File: config.mk
export PLATFORM = sky130hd
export DESIGN_NAME = sliding_window_aggregate_core
export DESIGN_NICKNAME = d
export VERILOG_FILES = /design/src/rtl/swa_pkg.sv /design/src/rtl/sliding_window_aggregate_core.sv /design/src/rtl/swa_div.sv
export SDC_FILE = /design/constraint.sdc
export NUM_CORES = 1
export LEC_CHECK = 0
export ABC_AREA = 1
export BUFFER_PORTS_ARGS = -buffer_cell sky130_fd_sc_hd__buf_4
export CAP_MARGIN = 20
export CORE_MARGIN = 4
export CORE_UTILIZATION = 54
export DETAILED_ROUTE_END_ITERATION = 7
export PLACE_DENSITY = 0.75
export SYNTH_ARGS = -nofsm -noshare
export SYNTH_HDL_FRONTEND = slang
export SYNTH_SLANG_ARGS = --single-unit
File: constraint.sdc
create_clock -name clk -period 5.8 [get_ports clk]
set_clock_uncertainty 0.05 [all_clocks]
set_input_delay 0.29 -clock clk [delete_from_list [all_inputs] [get_ports clk]]
set_output_delay 0.29 -clock clk [all_outputs]
set_load 0.01 [all_outputs]
File: src/rtl/swa_pkg.sv
// Shared constants and types for the sliding window aggregate block.
package swa_pkg;

    localparam int WINDOW_MAX_DEF = 16;
    localparam int DATA_W         = 32;
    localparam int CFG_W          = 5;
    localparam int CFG_IDX_W      = 1;

    // configuration register indexes
    localparam logic [CFG_IDX_W-1:0] REG_WINDOW_LEN = 1'b0;
    localparam logic [CFG_IDX_W-1:0] REG_MODE       = 1'b1;

    localparam logic [CFG_W-1:0] WINDOW_LEN_RST = 5'd16;

    typedef enum logic [1:0] {
        MODE_AVG = 2'd0,
        MODE_MAX = 2'd1,
        MODE_MIN = 2'd2,
        MODE_SUM = 2'd3
    } mode_t;

    typedef enum logic [2:0] {
        ST_IDLE,
        ST_WALK,
        ST_DIVGO,
        ST_DIVWAIT,
        ST_DONE
    } state_t;

endpackage

File: src/rtl/sliding_window_aggregate_core.sv
// Sliding window sum / average / max / min over a circular sample store.
// Steps: the input transfer stores the sample, the walk reads the held samples (held =
// samples in window) newest first, average runs the serial divider (SUM_W = 33 + log2
// WINDOW_MAX quotient bits). One item at a time: the next input waits for the result,
// held back by the one-read-per-cycle walk, the 1-bit divider and output stalls.
// Reset: empty window, window_len = 16, mode = sum; the store itself is not cleared.
module sliding_window_aggregate_core
    import swa_pkg::*;
#(
    parameter int WINDOW_MAX = WINDOW_MAX_DEF
)
(
    input  logic                 clk,
    input  logic                 rst_n,
    input  logic                 s_tvalid,
    output logic                 s_tready,
    input  logic [DATA_W-1:0]    s_tdata,    // [31:0] sample
    output logic                 m_tvalid,
    input  logic                 m_tready,
    output logic [DATA_W-1:0]    m_tdata,    // [31:0] result
    input  logic                 cfg_we,
    input  logic [CFG_IDX_W-1:0] cfg_addr,
    input  logic [CFG_W-1:0]     cfg_wdata
);

    localparam int AW    = (WINDOW_MAX > 1) ? $clog2(WINDOW_MAX) : 1;
    localparam int CW    = $clog2(WINDOW_MAX + 1);
    localparam int SUM_W = DATA_W + 1 + $clog2(WINDOW_MAX);

    logic [DATA_W-1:0] mem [WINDOW_MAX];
    logic [DATA_W-1:0] rdata_reg;

    state_t            state_reg, state_next;
    logic [CFG_W-1:0]  window_len_reg;
    mode_t             mode_reg;
    mode_t             op_reg, op_next;
    logic [AW-1:0]     wp_reg, wp_next;
    logic [AW-1:0]     rd_addr_reg, rd_addr_next;
    logic [CW-1:0]     fill_reg, fill_next;
    logic [CW-1:0]     held_reg, held_next;
    logic [CW-1:0]     iss_reg, iss_next;
    logic [CW-1:0]     recv_reg, recv_next;
    logic              rvld_reg, rvld_next;
    logic [SUM_W-1:0]  acc_reg, acc_next;
    logic [DATA_W-1:0] best_reg, best_next;
    logic              m_tvalid_reg, m_tvalid_next;
    logic [DATA_W-1:0] m_tdata_reg, m_tdata_next;

    logic              accept;
    logic              walk_last;
    logic [CW-1:0]     len_eff;
    logic [CW-1:0]     fill_inc;
    logic [SUM_W-1:0]  dividend;
    logic [SUM_W-1:0]  quotient;
    logic              div_done;
    logic [DATA_W-1:0] avg_res;
    logic [DATA_W-1:0] res;

    assign s_tready  = (state_reg == ST_IDLE);
    assign accept    = s_tvalid && s_tready;
    assign walk_last = rvld_reg && (CW'(recv_reg + 1'b1) == held_reg);

    // window length clamped to 1..WINDOW_MAX
    always_comb
    begin
        if (window_len_reg == '0)
            len_eff = CW'(1);
        else if (32'(window_len_reg) > 32'(WINDOW_MAX))
            len_eff = CW'(WINDOW_MAX);
        else
            len_eff = CW'(window_len_reg);
        fill_inc = (32'(fill_reg) < 32'(WINDOW_MAX)) ? CW'(fill_reg + 1'b1) : fill_reg;
    end

    assign dividend = acc_reg[SUM_W-1] ? (~acc_reg + 1'b1) : acc_reg;
    assign avg_res  = acc_reg[SUM_W-1] ? (~quotient[DATA_W-1:0] + 1'b1)
                                       : quotient[DATA_W-1:0];

    always_comb
    begin
        case (op_reg)
            MODE_AVG: res = avg_res;
            MODE_MAX: res = best_reg;
            MODE_MIN: res = best_reg;
            MODE_SUM: res = acc_reg[DATA_W-1:0];
            default:  res = acc_reg[DATA_W-1:0];
        endcase
    end

    swa_div #(
        .SUM_W (SUM_W),
        .DIV_W (CW)
    ) u_div (
        .clk      (clk),
        .rst_n    (rst_n),
        .start    (state_reg == ST_DIVGO),
        .dividend (dividend),
        .divisor  (held_reg),
        .done     (div_done),
        .quotient (quotient)
    );

    // next state
    always_comb
    begin
        state_next = state_reg;
        case (state_reg)
            ST_IDLE:
            begin
                if (accept)
                    state_next = ST_WALK;
            end
            ST_WALK:
            begin
                if (walk_last)
                    state_next = (op_reg == MODE_AVG) ? ST_DIVGO : ST_DONE;
            end
            ST_DIVGO:
                state_next = ST_DIVWAIT;
            ST_DIVWAIT:
            begin
                if (div_done)
                    state_next = ST_DONE;
            end
            ST_DONE:
            begin
                if (!m_tvalid_reg || m_tready)
                    state_next = ST_IDLE;
            end
            default:
                state_next = ST_IDLE;
        endcase
    end

    // datapath and outputs
    always_comb
    begin
        wp_next       = wp_reg;
        rd_addr_next  = rd_addr_reg;
        fill_next     = fill_reg;
        held_next     = held_reg;
        iss_next      = iss_reg;
        recv_next     = recv_reg;
        op_next       = op_reg;
        acc_next      = acc_reg;
        best_next     = best_reg;
        rvld_next     = 1'b0;
        m_tvalid_next = m_tvalid_reg;
        m_tdata_next  = m_tdata_reg;

        if (m_tvalid_reg && m_tready)
            m_tvalid_next = 1'b0;

        case (state_reg)
            ST_IDLE:
            begin
                if (accept)
                begin
                    wp_next      = (wp_reg == AW'(WINDOW_MAX - 1)) ? '0 : AW'(wp_reg + 1'b1);
                    rd_addr_next = wp_reg;
                    fill_next    = fill_inc;
                    held_next    = (fill_inc < len_eff) ? fill_inc : len_eff;
                    op_next      = mode_reg;
                    iss_next     = '0;
                    recv_next    = '0;
                    acc_next     = '0;
                end
            end
            ST_WALK:
            begin
                if (iss_reg < held_reg)
                begin
                    rvld_next    = 1'b1;
                    iss_next     = CW'(iss_reg + 1'b1);
                    rd_addr_next = (rd_addr_reg == '0) ? AW'(WINDOW_MAX - 1)
                                                       : AW'(rd_addr_reg - 1'b1);
                end
                if (rvld_reg)
                begin
                    acc_next  = acc_reg + {{(SUM_W-DATA_W){rdata_reg[DATA_W-1]}}, rdata_reg};
                    recv_next = CW'(recv_reg + 1'b1);
                    if (recv_reg == '0)
                        best_next = rdata_reg;
                    else if (op_reg == MODE_MAX && $signed(rdata_reg) > $signed(best_reg))
                        best_next = rdata_reg;
                    else if (op_reg == MODE_MIN && $signed(rdata_reg) < $signed(best_reg))
                        best_next = rdata_reg;
                end
            end
            ST_DONE:
            begin
                if (!m_tvalid_reg || m_tready)
                begin
                    m_tvalid_next = 1'b1;
                    m_tdata_next  = res;
                end
            end
            default:
            begin
            end
        endcase
    end

    always_ff @(posedge clk or negedge rst_n)
    begin
        if (!rst_n)
        begin
            state_reg      <= ST_IDLE;
            window_len_reg <= WINDOW_LEN_RST;
            mode_reg       <= MODE_SUM;
            wp_reg         <= '0;
            fill_reg       <= '0;
            rvld_reg       <= 1'b0;
            m_tvalid_reg   <= 1'b0;
        end
        else
        begin
            state_reg    <= state_next;
            wp_reg       <= wp_next;
            fill_reg     <= fill_next;
            rvld_reg     <= rvld_next;
            m_tvalid_reg <= m_tvalid_next;
            if (cfg_we && cfg_addr == REG_WINDOW_LEN)
                window_len_reg <= cfg_wdata;
            if (cfg_we && cfg_addr == REG_MODE)
                mode_reg <= mode_t'(cfg_wdata[1:0]);
        end
    end

    always_ff @(posedge clk)
    begin
        rd_addr_reg <= rd_addr_next;
        held_reg    <= held_next;
        iss_reg     <= iss_next;
        recv_reg    <= recv_next;
        op_reg      <= op_next;
        acc_reg     <= acc_next;
        best_reg    <= best_next;
        m_tdata_reg <= m_tdata_next;
    end

    // sample store: newest written at wp, walked backwards from there
    always_ff @(posedge clk)
    begin
        if (accept)
            mem[wp_reg] <= s_tdata;
        rdata_reg <= mem[rd_addr_reg];
    end

    assign m_tvalid = m_tvalid_reg;
    assign m_tdata  = m_tdata_reg;

endmodule

File: src/rtl/swa_div.sv
// Restoring serial divider, one quotient bit per cycle.
module swa_div
    import swa_pkg::*;
#(
    parameter int SUM_W = 40,
    parameter int DIV_W = 5
)
(
    input  logic             clk,
    input  logic             rst_n,
    input  logic             start,
    input  logic [SUM_W-1:0] dividend,
    input  logic [DIV_W-1:0] divisor,
    output logic             done,
    output logic [SUM_W-1:0] quotient
);

    localparam int KW = $clog2(SUM_W + 1);

    logic [SUM_W-1:0] quo_reg, quo_next;
    logic [DIV_W-1:0] rem_reg, rem_next;
    logic [KW-1:0]    cnt_reg, cnt_next;
    logic             busy_reg, busy_next;
    logic             done_reg, done_next;
    logic [DIV_W:0]   rem_sh;
    logic [DIV_W:0]   trial;

    always_comb
    begin
        rem_sh    = {rem_reg, quo_reg[SUM_W-1]};
        trial     = rem_sh - {1'b0, divisor};
        quo_next  = quo_reg;
        rem_next  = rem_reg;
        cnt_next  = cnt_reg;
        busy_next = busy_reg;
        done_next = 1'b0;
        if (start)
        begin
            quo_next  = dividend;
            rem_next  = '0;
            cnt_next  = '0;
            busy_next = 1'b1;
        end
        else if (busy_reg)
        begin
            if (rem_sh >= {1'b0, divisor})
            begin
                rem_next = trial[DIV_W-1:0];
                quo_next = {quo_reg[SUM_W-2:0], 1'b1};
            end
            else
            begin
                rem_next = rem_sh[DIV_W-1:0];
                quo_next = {quo_reg[SUM_W-2:0], 1'b0};
            end
            cnt_next = cnt_reg + 1'b1;
            if (cnt_reg == KW'(SUM_W - 1))
            begin
                busy_next = 1'b0;
                done_next = 1'b1;
            end
        end
    end

    always_ff @(posedge clk or negedge rst_n)
    begin
        if (!rst_n)
        begin
            busy_reg <= 1'b0;
            done_reg <= 1'b0;
            cnt_reg  <= '0;
        end
        else
        begin
            busy_reg <= busy_next;
            done_reg <= done_next;
            cnt_reg  <= cnt_next;
        end
    end

    always_ff @(posedge clk)
    begin
        quo_reg <= quo_next;
        rem_reg <= rem_next;
    end

    assign done     = done_reg;
    assign quotient = quo_reg;

endmodule

# ---- Word level (Yosys, flattened, before mapping)
# Memories as Yosys holds them, arrays and structs flattened. A register that Yosys moved wholly into a read port is not among the register bits.
# Index checks and enable logic that the tools add are counted.
dict set report word_totals {
  n_memories 1
  latchBits 0
  mem_bits_rw 512
  register_bits 193
  elab_cells 129
  rom_bits 0
  inputBits 43
}
dict set report op_classes {
  shifts 0
  eq_ne 16
  multipliers 0
  div_mod_pow 0
  n_reduce_logical 24
  n_mux 48
  magnitude_cmp 7
  addsub 10
  bitwise 3
}
# name words word_bits rd rd_ports_with_merged_regs write_ports line_no
set mem_list {}
lappend mem_list {mem 16 32 1 1 1 sliding_window_aggregate_core.sv:30} ;# logic [DATA_W-1:0] mem [WINDOW_MAX];
# cell count
set op_table {}
lappend op_table {{37-bit two-way mux} 5}
lappend op_table {{32-bit two-way mux} 4}
lappend op_table {{32-bit one-hot mux with 3 select lines} 1}
lappend op_table {{37-bit one-hot mux with 2 select lines} 1}
lappend op_table {{5-bit two-way mux} 8}
lappend op_table {{37-bit by 1-bit adder with 37-bit output, second input constant} 1}
lappend op_table {{37-bit adder} 1}
lappend op_table {{37-bit inverter} 1}
lappend op_table {{32-bit by 1-bit adder with 32-bit output, second input constant} 1}
lappend op_table {{32-bit > comparator} 1}
lappend op_table {{32-bit less-than comparator} 1}
lappend op_table {{32-bit inverter} 1}
lappend op_table {{5-bit one-hot mux with 2 select lines} 2}
lappend op_table {{4-bit two-way mux} 4}
lappend op_table {{5-bit by 1-bit adder with 5-bit output, second input constant} 3}
lappend op_table {{3-bit two-way mux} 5}
lappend op_table {{3-bit one-hot mux with 5 select lines} 1}
lappend op_table {{1-bit two-way mux} 14}
lappend op_table {{6-bit two-way mux} 2}
lappend op_table {{5-bit logical NOT} 2}
lappend op_table {{5-bit less-than comparator} 2}
lappend op_table {{3-bit AND reduction} 3}
lappend op_table {{2-bit != test, second input constant} 4}
lappend op_table {{4-bit one-hot mux with 2 select lines} 1}
lappend op_table {{28 further kinds} 39}

# ---- Longest topological paths before layout
dict set report logic_depth {
  word_depth 5
  ltp_mapped 18
  mapped_depth_nobuf 18
}

# ---- Modules after synthesis
# From an unflattened synthesis, not the netlist that was laid out.
dict set report hier_totals {
  cells_unflattened 3062
  hier_area_um2 33550.9
}
# mod area_per_inst_um2 n_inst cells_per_inst seq_area_each_um2
set modules_own_cells {}
lappend modules_own_cells {sliding_window_aggregate_core 31143.6 1 2790 20208.1}
lappend modules_own_cells {swa_div 2407.3 1 272 1411.4}

# ---- Worst setup path before layout
# No wires, ideal clock.
dict set report synth_path {
  path_type {register to register}
  startpoint {reg state_reg[0]}
  endpoint {reg acc_reg[0] (enable)}
  stages_incl_launch_ff 6
  required_ps 5250
  t_arrival_ps 3800
  slack_ps 1451
  setup_ps 500
  period_less_slack_ps 4349
  path_cell_list {dfrtp_1 > inv_1 > nor2_1 > nand2_1 > clkbuf_1 > o21ai_0}
}
dict set report synth_between {
  elab_chain_cells 4
  elab_cells_between_ends 7
}
# element line_no
set synth_rtl {}
lappend synth_rtl {{from (decl)} sliding_window_aggregate_core.sv:33} ;# state_t state_reg, state_next;
lappend synth_rtl {{from (signal assigned)} sliding_window_aggregate_core.sv:218} ;# state_reg <= state_next;
lappend synth_rtl {{3-bit logical NOT} {sliding_window_aggregate_core.sv:59, sliding_window_aggregate_core.sv:154}}
lappend synth_rtl {{1-bit logical AND} sliding_window_aggregate_core.sv:60} ;# assign accept = s_tvalid && s_tready;
lappend synth_rtl {{2-bit by 1-bit != test with 1-bit output (no line)} --}
lappend synth_rtl {{3-bit AND reduction (no line) *} --}
lappend synth_rtl {{to (signal assigned)} sliding_window_aggregate_core.sv:237} ;# acc_reg <= acc_next;
lappend synth_rtl {{to (decl)} sliding_window_aggregate_core.sv:44} ;# logic [SUM_W-1:0] acc_reg, acc_next;
# Mark *: on every way between the ends. The rest lies on a longest branch, timed or not.
# A chain may end at the register's enable or synchronous reset.

==> impl_metrics.toml <==
[setup_path]
reg2reg_slack_ns = 2.85
cp.required_ns = 6.28
rr_worst_depth = 6
cp-end-kind = "flop"
timing.rr.start = "rd_addr_reg[0]"
worstPathBufferInverterCount = 2
reg2reg_to = "rdata_reg[12]"
critPathLaunchType = "flop"
crit_chain = "inv_6 > buf_4 > o21ai_0 > o221ai_1 > nand3_1 > nand2_1"
cp_max_fo = 117
slowest_delay_ns = 0.75
arrival_ns = 3.42
cpLargestDelayFamily = "buffers and inverters"
crit_slowest_cell = "buf_4"
path_class = "flop to flop"

[detailed_routing]
vias = 24439
remaining_drc_errors = 0
avgRoutedWirePerCell_um = 21.43
drtPass1Iterations = 7
drt_wl_total_um = 86360
drt_iter0_drc = 2884
avgViaCountPerCell = 6.064
ant_nets = 0

[place]
hpwl_um = 51240
io_buffers = 76
dpl_cell_area_mm2 = 0.03506
place_inst = 3843
gp_congestion = 1.023

[synthesis]
ys_seq_elements = 737
synth_warnings = 0
yosys_most_used_dff = "edfxtp_1"
syn_inst = 3037
synthAdderAreaFrac_pct = 3.811
synth.area.mux_share_pct = 0.06711
synth_top_family_by_area = "compound AO/OA/AOI/OAI gates"
synth_area_mm2 = 0.03356
synth_nets = 3181
synth_enable_flop_cells = 671
synth-compound-area-share_pct = 13.71
synth-async-reset-ratio_pct = 3.935
yosysUniqueCellTypes = 56
syn_area_per_cell_um2 = 11.05
synth-seq-area-share_pct = 64.43
yosys.area_share.simple_pct = 12.59
synth_xor_area_share_pct = 1.357

[timing]
fmaxAchievable_ghz = 0.3395
relSlewSlack_pct = 10.74
fin_setup_tns_ns = 0
hold_violations = 0
period_minus_slack_ns = 2.946
slew_violations = 0
fin_crit_sh_pct = 50.79
tightest_slew_ns = 1.339
holdWs_ns = 0.02404
rsz0062_at_grt = "false"
finalSetupViolations = 0

[floorplanning]
start_util_pct = 54.48
io_pins = 77
die_area_mm2 = 0.06620
die_y_um = 257.3
die_w_um = 257.3
core_region_area_mm2 = 0.06160
rows = 91

[global_route]
first_global_vias = 23760
antenna_found_initial = 6
overflow = 0
grt_pass1_wl_um = 132700
grt_usage_pct = 25.44
grt_max_degree = 259

[min_path]
hold_path_depth = 3
hold_class = "input pin to flop"
hold_path_end = "state_reg[1]"
hp-start = "s_tvalid"

[pwr]
p_sw_share_pct = 41.37
total_power_mw = 21.27
p_switching_mw = 8.800
powerDensity_mw_per_mm2 = 558.6
clockPowerShare_pct = 23.2
leakage_nw = 13.81
combPwrFrac_pct = 40.5
pwr-share-seq_pct = 36.3
vdd_drop_max_mv = 0.5496
p_int_mw = 12.47

[layout]
design_area_mm2 = 0.03808
fin_cells = 4030
nets = 3272
area_delta_synth_final_pct = 13.49
largest_reg_flops = 512
drive_gt1_share_pct = 9.088

[flow_run]
cap_violations = 0

[clocking]
clk_pin_slew_ns = 0.06
cts_tree = "done"
cts-root-buf = "clkbuf_16"
cts_sinks = 737
clockBufferDepth = 3
cts_max_level = 3
insertion_delay_ns = 0.65
cts_hold_buffers = 43
post_cts_resized = 0
postCtsSetupBuffers = 0
cts_buffers = 76

[status]
status = "completed"
[routing by layer]
layer / routed length, µm / vias to the layer above / global-route usage, %
met3: 7449 / 248 / 4.439
met2: 41670 / 1230 / 42.47
met4: 3167 / 2 / 9.850
li1: - / 11158 / -
met1: 34060 / 11801 / 33.55
met5: 13 / - / 0
[cells in the mapped netlist, drive strengths merged (3+ instances only)]
cell,instances,share of area [%]
nand2,383,4.4
o211ai,46,1.0
o21ai,398,6.0
nor3,31,0.51
o22ai,63,1.2
ha,99,3.7
clkbuf,106,1.2
a31oi,5,0.093
dfxtp,37,2.2
inv,204,2.3
o221ai,91,2.4
nor2,442,5.1
a221oi,4,0.10
nand4,18,0.35
a22oi,8,0.18
a21o,8,0.18
nand3b,4,0.089
xnor2,11,0.29
o21bai,4,0.10
nor4,9,0.17
o21a,9,0.20
a21oi,133,2.0
dfrtp,26,1.9
edfxtp,671,60
buf,38,0.56
dfstp,3,0.23
nand3,123,1.9
xor2,41,1.1
o31ai,7,0.16
[final cells by class]
type / instances / area [µm²]
repair buffers: 157 / 1351
multi-input cells: 1950 / 10720
well taps: 837 / 1047
diodes: 2 / 5.005
inverters: 206 / 778.2
fillers: 4619 / 23520
flip-flops and latches: 737 / 21620
clock buffers: 95 / 2043
clock inverters: 46 / 519.2
[metrics by stage]
stage,util [%],setup WS [ns]
2_1_floorplan,-,1.451
3_3_place_gp,56.87,2.558
3_5_place_dp,56.91,2.913
4_1_cts,61.77,2.880
5_1_grt,61.82,2.708
6_report,61.82,2.854
[worst min-delay path, cell delays in order]
cell,delay (ns)
buf_4,0.09
o211ai_1,0.14
o21bai_1,0.15
[cell usage in the layout, fill, tap and decap left out, types with 5 or more instances in the layout]
| master | n |
|---|---|
| a21o_1 | 8 |
| a21oi_1 | 133 |
| a22oi_1 | 8 |
| a31oi_1 | 5 |
| buf_4 | 110 |
| bufinv_16 | 7 |
| clkbuf_1 | 12 |
| clkbuf_16 | 76 |
| clkbuf_8 | 7 |
| clkinv_1 | 17 |
| clkinv_2 | 12 |
| dfrtp_1 | 26 |
| dfxtp_1 | 37 |
| dlygate4sd3_1 | 43 |
| edfxtp_1 | 671 |
| ha_1 | 99 |
| inv_1 | 198 |
| inv_2 | 5 |
| nand2_1 | 375 |
| nand2_2 | 7 |
| nand3_1 | 117 |
| nand3_2 | 5 |
| nand4_1 | 17 |
| nor2_1 | 414 |
| nor2_2 | 6 |
| nor2_4 | 22 |
| nor3_1 | 29 |
| nor4_1 | 9 |
| o211ai_1 | 46 |
| o21a_1 | 9 |
| o21ai_0 | 388 |
| o21ai_1 | 5 |
| o221ai_1 | 91 |
| o22ai_1 | 63 |
| o31ai_1 | 7 |
| xnor2_1 | 11 |
| xor2_1 | 41 |
[how the worst max path moves through the flow]
stage	from	endpoint	cells after the start
2_1_floorplan	state_reg[0]	acc_reg[0]	5
3_3_place_gp	rdata_reg[31]	best_reg[6]	11
3_5_place_dp	rd_addr_reg[0]	rdata_reg[12]	6
4_1_cts	rd_addr_reg[0]	rdata_reg[12]	6
5_1_grt	rd_addr_reg[0]	rdata_reg[12]	6
6_report	rd_addr_reg[0]	rdata_reg[12]	6
[cell families after synthesis]
logic type / Yosys count
AO/OA/AOI/OAI: 782
XOR/XNOR: 52
adder cells (fa/ha/maj): 101
buffers and inverters: 350
flip-flops: 737
multiplexers: 2
AND/OR/NAND/NOR: 1013
[power by group through the flow]
stage	logic, mW	registers [mW]	clock network, mW
floorplan	5.86	7.58	0
global placement	8.12	7.75	0
detailed placement	8.37	7.79	0
CTS	8.44	7.70	4.99
global route	9.51	7.80	5.23
finish	8.62	7.72	4.93
Power figures use the tool's default switching activity.
